<file path="config.mk">
export PLATFORM = sky130hd
export DESIGN_NAME = hcbp_packer
export DESIGN_NICKNAME = d
export VERILOG_FILES = /design/src/hdl/hcbp_pkg.sv /design/src/hdl/hcbp_packer.sv
export SDC_FILE = /design/constraint.sdc
export NUM_CORES = 1
export LEC_CHECK = 0
export ABC_AREA = 1
export BUFFER_PORTS_ARGS = -buffer_cell sky130_fd_sc_hd__clkbuf_2
export CORE_ASPECT_RATIO = 0.9
export CORE_MARGIN = 1.5
export CORE_UTILIZATION = 30
export DETAILED_ROUTE_END_ITERATION = 16
export SLEW_MARGIN = 10
export SYNTH_ARGS = -nofsm -noshare
export SYNTH_HDL_FRONTEND = slang
export SYNTH_SLANG_ARGS = --single-unit
</file>
<file path="constraint.sdc">
create_clock -name i_clk -period 5.6 [get_ports i_clk]
set_input_delay 0.28 -clock i_clk [delete_from_list [all_inputs] [get_ports i_clk]]
set_output_delay 0.28 -clock i_clk [all_outputs]
set_load 0.05 [all_outputs]
</file>
<file path="src/hdl/hcbp_pkg.sv">
// Shared types and constants for the Huffman code bit packer.
`default_nettype none

package hcbp_pkg;

    localparam int DEF_MAX_CODE_LEN = 32;
    localparam int DEF_NUM_SYMBOLS  = 256;
    localparam int CODE_W           = 32;
    localparam int LEN_W            = 6;
    localparam int BYTE_W           = 8;
    localparam int PEND_W           = 7;
    localparam int PCNT_W           = 3;
    localparam int BURST_W          = 3;

    localparam logic [1:0] MODE_LOAD   = 2'd0;
    localparam logic [1:0] MODE_ENCODE = 2'd1;
    localparam logic [1:0] MODE_FINISH = 2'd2;

    typedef struct packed {
        logic [1:0]        mode;
        logic [7:0]        symbol;
        logic [CODE_W-1:0] code_word;
        logic [LEN_W-1:0]  code_length;
    } t_in_item;

    typedef struct packed {
        logic [BYTE_W-1:0] out_byte;
        logic              byte_valid;
        logic              stream_end;
        logic [31:0]       total_bits;
    } t_out_item;

    // Looked-up entry handed from the table stage to the packer.
    typedef struct packed {
        logic              encode;
        logic              finish;
        logic [CODE_W-1:0] code;
        logic [LEN_W-1:0]  len;
    } t_lookup;

endpackage

`default_nettype wire

</file>
<file path="src/hdl/hcbp_packer.sv">
// Bit accumulator, byte packer and output burst register.
`default_nettype none

module hcbp_packer (
    input  logic                i_clk,
    input  logic                i_rst_n,
    input  logic                i_lk_valid,
    input  hcbp_pkg::t_lookup   i_lk,
    output logic                o_lk_ready,
    output logic                o_valid,
    input  logic                i_stall,
    output hcbp_pkg::t_out_item o_item
);
    import hcbp_pkg::*;

    localparam int ACC_W = CODE_W + PEND_W;
    localparam int AL_W  = ACC_W + 1;

    logic [PEND_W-1:0]   r_pend_bits;
    logic [PCNT_W-1:0]   r_pend_cnt;
    logic [31:0]         r_count;
    logic [CODE_W-1:0]   r_burst;
    logic [BURST_W-1:0]  r_left;
    logic                r_byte_valid;
    logic                r_end;
    logic [31:0]         r_total;

    logic [CODE_W-1:0]   code;
    logic [ACC_W-1:0]    acc;
    logic [LEN_W-1:0]    have;
    logic [AL_W-1:0]     al;
    logic [BURST_W-1:0]  nbytes;
    logic [32:0]         sum;
    logic [31:0]         n_count;
    logic [PCNT_W-1:0]   n_pend_cnt;
    logic [PEND_W-1:0]   n_pend_bits;
    logic [BYTE_W-1:0]   fin_byte;
    logic [BURST_W-1:0]  res_cnt;
    logic                take;
    logic                burst_free;
    logic                consume;
    logic                enc_live;

    always_comb begin
        code = (i_lk.len == '0) ? '0
             : (i_lk.code & ({CODE_W{1'b1}} >> (LEN_W'(CODE_W) - i_lk.len)));
        acc  = (ACC_W'(r_pend_bits) << i_lk.len) | ACC_W'(code);
        have = LEN_W'(r_pend_cnt) + i_lk.len;
        // top-align the accumulated bits so whole bytes sit at the top
        al   = {1'b0, acc} << (LEN_W'(AL_W) - have);
        nbytes      = have[LEN_W-1:PCNT_W];
        n_pend_cnt  = have[PCNT_W-1:0];
        n_pend_bits = acc[PEND_W-1:0] & ({PEND_W{1'b1}} >> (PCNT_W'(PEND_W) - n_pend_cnt));
        sum         = {1'b0, r_count} + 33'(i_lk.len);
        n_count     = sum[32] ? 32'hFFFF_FFFF : sum[31:0];
        fin_byte    = BYTE_W'({1'b0, r_pend_bits} << (4'd8 - {1'b0, r_pend_cnt}));
        enc_live    = i_lk.encode && (i_lk.len != '0);
    end

    always_comb begin
        if (enc_live) begin
            res_cnt = nbytes;
        end else if (i_lk.finish) begin
            res_cnt = BURST_W'(1);
        end else begin
            res_cnt = '0;
        end
    end

    assign o_valid    = (r_left != '0);
    assign take       = o_valid & ~i_stall;
    assign burst_free = (r_left == '0) || (take && (r_left == BURST_W'(1)));
    assign o_lk_ready = (res_cnt == '0) || burst_free;
    assign consume    = i_lk_valid & o_lk_ready;

    always_ff @(posedge i_clk) begin
        if (!i_rst_n) begin
            r_pend_bits <= '0;
            r_pend_cnt  <= '0;
            r_count     <= '0;
        end else if (consume) begin
            if (enc_live) begin
                r_pend_bits <= n_pend_bits;
                r_pend_cnt  <= n_pend_cnt;
                r_count     <= n_count;
            end else if (i_lk.finish) begin
                r_pend_bits <= '0;
                r_pend_cnt  <= '0;
                r_count     <= '0;
            end
        end
    end

    always_ff @(posedge i_clk) begin
        if (!i_rst_n) begin
            r_left <= '0;
        end else if (consume && (res_cnt != '0)) begin
            r_left <= res_cnt;
        end else if (take) begin
            r_left <= r_left - BURST_W'(1);
        end
    end

    always_ff @(posedge i_clk) begin
        if (consume && (res_cnt != '0)) begin
            r_burst      <= enc_live ? al[AL_W-1 -: CODE_W] : {fin_byte, {(CODE_W-BYTE_W){1'b0}}};
            r_byte_valid <= enc_live ? 1'b1 : (r_pend_cnt != '0);
            r_end        <= ~enc_live;
            r_total      <= enc_live ? n_count : r_count;
        end else if (take) begin
            // advance to the next byte of the burst
            r_burst <= r_burst << BYTE_W;
        end
    end

    always_comb begin
        o_item.out_byte   = r_burst[CODE_W-1 -: BYTE_W];
        o_item.byte_valid = r_byte_valid;
        o_item.stream_end = r_end;
        o_item.total_bits = r_total;
    end

endmodule

`default_nettype wire

</file>
==> results of run 1 <==
==> critical path: cells and delay by family (launching register included) <==
family / cells / cell delay [ps]
AO/OA/AOI/OAI: 3 / 500
XOR/XNOR: 1 / 280
adder cells (fa/ha/maj): 2 / 630
buffers and inverters: 1 / 50
flip-flops: 1 / 620
AND/OR/NAND/NOR: 7 / 2000
==> worst max-delay path by stage <==
stage	slack, ps	to	from
2_1_floorplan	1790	r_burst[30]	i_lk[1]
3_5_place_dp	1340	r_burst[6]	i_lk[1]
4_1_cts	1340	r_burst[4]	r_pend_cnt[0]
5_1_grt	930	r_burst[4]	r_pend_cnt[0]
6_report	1320	r_burst[4]	r_pend_cnt[0]
3_3_place_gp	1450	r_burst[4]	i_lk[1]
==> cells by family after synthesis <==
family          after synthesis  share of synthesized area (%)
buf+inv                     210                           8.97
flops                       111                           30.0
simple gates               1021                           48.1
mux                           2                          0.208
compound gates              145                           8.11
xor+xnor                     13                           1.34
fa+ha+maj                    24                           3.28
==> power groups by stage <==
stage / Combinational (W) / Sequential (W) / Clock, W
3_3_place_gp: 0.00203 / 0.00119 / 0
5_1_grt: 0.00226 / 0.00119 / 0.000695
2_1_floorplan: 0.00142 / 0.00132 / 0
6_report: 0.00206 / 0.00117 / 0.000647
4_1_cts: 0.00204 / 0.00118 / 0.000664
3_5_place_dp: 0.00203 / 0.00119 / 0
==> layout make-up <==
type / instances / area share (%)
clock buffer: 10 / 2.26
inverter: 112 / 3.98
clock inverter: 6 / 0.532
sequential: 111 / 27.3
timing repair buffer: 105 / 5.40
tap: 416 / 4.92
multi-input combinational: 1205 / 55.7
==> stage by stage <==
stage                     std cells  worst slack, ps  power, W  hold WS (ps)
final                          1965             1320   0.00388           244
after global routing           1965              927   0.00415           239
after CTS                      1965             1340   0.00388           225
after detailed placement       1949             1340   0.00322           473
after global placement         1949             1450   0.00322           467
after floorplan                1526             1790   0.00274           418
==> state kept, by name, indices dropped and copies added, names as in the netlist <==
name,count
r_burst,32
r_left,3
r_byte_valid,1
r_pend_bits,7
r_end,1
r_total,32
r_pend_cnt,3
r_count,32
==> metal layers <==
layer,GRT usage (%),vias up
met1,28.2,4902
met3,2.86,49
met4,5.66,0
met2,33.1,497
met5,0,-
li1,-,5262
==> layout by cell type (no fill, tap or decap), drive strengths merged, types with 38 or more instances in the layout <==
cell    Yosys  final
nand3     477    477
nor2       80     80
nand2     390    390
a21oi      74     74
dfxtp      45     45
nand4      38     38
edfxtp     66     66
inv       108    112
clkbuf     52     97
o21ai      54     54
==> impl_metrics.csv, run 1 <==
group,metric,value,unit
final_layout,finish.utilization,33.3,%
sta,setup_tns,0,ps
route,vias,10700,
die,die_x,192,µm
synth,yosys-top-cells-count,"nand3_1 (476), nand2_1 (387), inv_1 (103), nor2_1 (73), a21oi_1 (72)",
place,place_congestion,0.958,
status,status,"finished clean",
global_routing,grt_max_degree,86,
cts,hold_buffers,0,
synth,ys_seq_area_share,30.0,%
synth,synthCells,1526,
cts,worstSkewPairLatency,350,ps
final_layout,nNetsFinal,1612,
synth,ys_types,39,
route,wl_met2,15600,µm
global_routing,grt_pass1_vias,9887,
place,place_area,10300,µm²
power,p_int,0.00197,W
route,totalWireLength,33800,µm
route,top_layer,"met4",
synth,synth.area.top_cells,"nand3_1 (25%), edfxtp_1 (21%), nand2_1 (15%)",
sta,fmax,234,MHz
die,core.rowCount,62,
synth,yosysMostFrequentCell,"nand3_1",
setup_path,cp_cell_sequence,"ha_1, inv_1, fa_1, or2_4, a21oi_4, xor2_2, nand4_1, nand3_2, nand2_1, a21oi_2, nand2_2, nor3_4, nand2_2, a21oi_1",
final_layout,multi_input_area,5880,µm²
setup_path,start_kind,"flop",
final_layout,regArea,2880,µm²
synth,yosysWarnings,0,
power,combPwrFrac,53.1,%
cts,postCtsSetupBuffers,0,
synth,synth_seq_cells,111,
global_routing,grt_pass1_wl,53700,µm
cts,clk_pin_slew_worst_paths,80,ps
cts,cts_max_path_buffers,2,
power,p_sw_share,49.2,%
sta,worstMarginPinSlew,1260,ps
place,port_buffers,87,
route,wl_per_cell,17.2,µm
setup_path,critPathSlowestCell,"nor3_4",
power,max-vdd-ir-drop,0.191,mV
setup_path,cp.arrival,4470,ps
setup_path,end_kind,"flop",
global_routing,overflow,0,
synth,synth_top_area_cell,"nand3_1",
cts,tritoncts,"built",
global_routing,gr-usage-all-layers,20.4,%
sta,slew-limit-headroom,16.0,%
sta,clock_skew,18.1,ps
synth,yosys.area.top_type_share,24.8,%
place,dp_hpwl,25500,µm
min_path,holdPathEnd,"r_count[24]",
run,maxCapViolCount,0,
setup_path,required,5790,ps
sta,maxSlewViolCount,0,
cts,cts_num_sinks,111,
die,die_h,173,µm
route,wl_met3,2360,µm
cts,numCtsBuffers,9,
sta,period_needed,4280,ps
final_layout,syn2layout_area_growth,9.88,%
setup_path,reg2reg_to,"r_burst[4]",
synth,synth-async-reset-ratio,0,%
route,first_iter_violations,1441,
global_routing,antenna_found_initial,0,
power,p_seq_share,30.3,%
synth,postSynthAreaPerCell,6.31,µm²
final_layout,n_fill_cell,3460,
setup_path,crit_type,"reg -> reg",
route,ant_nets,0,
synth,syn_area,9620,µm²
route,viasPerCell,5.45,
route,dr.pass1.iters,8,
synth,syn_nets,1594,
cts,cts_htree_levels,3,
final_layout,n_antenna_cell,0,
sta,grt_setup_unrepaired,"no",
die,dieArea,33200,µm²
min_path,hp-start,"i_rst_n",
power,p_sw,0.00191,W
route,drt-met1-wl,15100,µm
setup_path,reg2reg_depth,14,
min_path,whs_path_depth,3,
setup_path,reg2reg_slack,1320,ps
final_layout,layout-drive-gt1-share,10.0,%
sta,finalCritPeriodShare,76.4,%
die,num_io_pins,88,
sta,finalHoldViolCount,0,
synth,ys.flop_type,"edfxtp_1",
sta,setup_viol,0,
route,drc,0,
power,leakage,4.31,nW
min_path,hold_class,"in -> reg",
final_layout,final_cell_area,10600,µm²
setup_path,crit_path_max_fanout,34,
die,initial_utilization,30.3,%
power,clkPwrFrac,16.7,%
cts,cts_root_buffer,"clkbuf_16",
synth,synth_edf_count,66,
cts,cts_resized,0,
setup_path,r2r_start,"r_pend_cnt[0]",
setup_path,critPathMaxStageDelay,660,ps
power,power-per-cell-area,367,nW/µm²
setup_path,cp_common_cell,"nand2_2",
die,core,31700,µm²
Power figures use the tool's default switching activity.
==> run 2: changes to the inputs <==
==> constraint.sdc (replaced) <==
create_clock -name i_clk -period 3.43 [get_ports i_clk]
set_input_delay 0.1715 -clock i_clk [delete_from_list [all_inputs] [get_ports i_clk]]
set_output_delay 0.1715 -clock i_clk [all_outputs]
set_load 0.05 [all_outputs]
==> run 2 against run 1 <==
  * Flip-flop and latch count unchanged
  * Combinational power increased by 74%
  * Hold slack got worse by 120 ps
  * Largest power group unchanged
  * Highest routed layer unchanged
==> impl_metrics.csv, run 2 (synthesis gave the netlist of run 1 again) <==
group,metric,value,unit
cts,hold_buffers,0,
final_layout,nNetsFinal,1649,
cts,numCtsBuffers,9,
place,port_buffers,87,
route,first_iter_violations,1345,
sta,hold_slack,128,ps
route,ant_nets,0,
run,maxCapViolCount,0,
status,status,"finished clean",
sta,maxSlewViolCount,0,
sta,clock_skew,13.3,ps
setup_path,end_kind,"flop",
route,vias,10900,
sta,worstMarginPinSlew,825,ps
global_routing,grt_max_degree,85,
route,dr.pass1.iters,6,
final_layout,final_common_cell,"nand3_1",
setup_path,start_kind,"flop",
sta,slew-limit-headroom,45.0,%
sta,setup_tns,0,ps
cts,cts_htree_levels,3,
route,drc,0,
cts,worstSkewPairLatency,370,ps
sta,grt_setup_unrepaired,"no",
setup_path,reg2reg_slack,310,ps
final_layout,layout-drive-gt1-share,12.5,%
setup_path,r2r_start,"r_pend_cnt[0]",
cts,cts_num_sinks,111,
power,power-per-cell-area,605,nW/µm²
final_layout,mostFrequentLayoutCells,"nand3_1 (476), nand2_1 (385), inv_1 (100)",
die,core,31700,µm²
sta,setup_viol,0,
route,totalWireLength,35000,µm
die,die_x,192,µm
global_routing,grt_pass1_wl,56300,µm
die,core.rowCount,62,
die,die_h,173,µm
route,wl_per_cell,17.5,µm
cts,clk_pin_slew_worst_paths,80,ps
setup_path,reg2reg_depth,16,
power,p_total,0.00666,W
power,leakage,4.53,nW
setup_path,crit_type,"reg -> reg",
global_routing,antenna_found_initial,0,
die,dieArea,33200,µm²
route,viasPerCell,5.43,
global_routing,grt_pass1_vias,10300,
setup_path,crit_path_max_fanout,30,
final_layout,n_antenna_cell,0,
min_path,whs_path_depth,3,
global_routing,overflow,0,
sta,period_needed,3120,ps
sta,fmax,320,MHz
sta,finalCritPeriodShare,91.0,%
global_routing,gr-usage-all-layers,21.5,%
setup_path,reg2reg_to,"r_burst[28]",
place,place_area,10600,µm²
place,place_congestion,0.963,
final_layout,final_cell_area,11000,µm²
min_path,holdPathEnd,"r_count[24]",
min_path,hold_class,"in -> reg",
final_layout,top_regs,"r_burst (32), r_count (32), r_total (32)",
sta,finalHoldViolCount,0,
die,initial_utilization,30.3,%
die,num_io_pins,88,
setup_path,required,3620,ps
cts,cts_max_path_buffers,2,
setup_path,cp.arrival,3310,ps
final_layout,syn2layout_area_growth,14.4,%
place,dp_hpwl,26900,µm
power,max-vdd-ir-drop,0.291,mV
cts,tritoncts,"built",
final_layout,finish.utilization,34.7,%
cts,cts_root_buffer,"clkbuf_16",
min_path,hp-start,"i_rst_n",
## run 2: timing repair
action,4_1_cts,5_1_grt
gates resized for setup,0,3
setup endpoints to repair,0,17
endpoints found under the hold margin,0,0
setup buffers,0,3
## run 2: worst max path at each step
stage | start | end | slack (ps) | cells after the start
2_1_floorplan | r_pend_cnt[0] | r_burst[30] | 10 | 14
3_3_place_gp | i_lk[0] | r_total[26] | 150 | 15
3_5_place_dp | i_lk[0] | r_total[26] | 160 | 15
4_1_cts | r_count[0] | r_total[26] | 180 | 14
5_1_grt | r_count[2] | r_total[17] | 20 | 12
6_report | r_pend_cnt[0] | r_burst[28] | 310 | 16
## run 2: layout make-up
class	instances	area [µm²]
Sequential cell	111	2880
Multi-Input combinational cell	1205	5910
Inverter	112	428
Clock buffer	10	250
Tap cell	416	520
Fill cell	3492	20700
Timing Repair Buffer	142	936
Clock inverter	6	77.6
## run 2: power breakdown
group          internal (W)  switching [W]
combinational       0.00104        0.00255
clock              0.000572       0.000575
sequential          0.00181       0.000114
total               0.00343        0.00324
## run 2: per-stage QoR
stage,setup slack (ps),instances
2_1_floorplan,10.0,1526
3_3_place_gp,148,1983
3_5_place_dp,158,1983
4_1_cts,182,1999
5_1_grt,23.4,2002
6_report,309,2002
## run 2: routing by layer
layer | global-route usage, % | routed length, µm
met5 | 0 | 0
met4 | 8.46 | 1190
met3 | 2.13 | 2280
met2 | 34.3 | 16000
met1 | 29.7 | 15600
## run 2: critical path, stage by stage, from the launching register on
cell,delay [ps]
dfxtp_2,340
ha_1,170
inv_1,60
fa_1,370
or2_4,280
nand2_1,90
inv_1,70
ha_1,340
clkinv_1,140
buf_12,190
nand3_1,170
nand3_1,130
nand3_1,110
nand3_1,110
nand2_1,90
nand2_1,50
a21oi_1,220
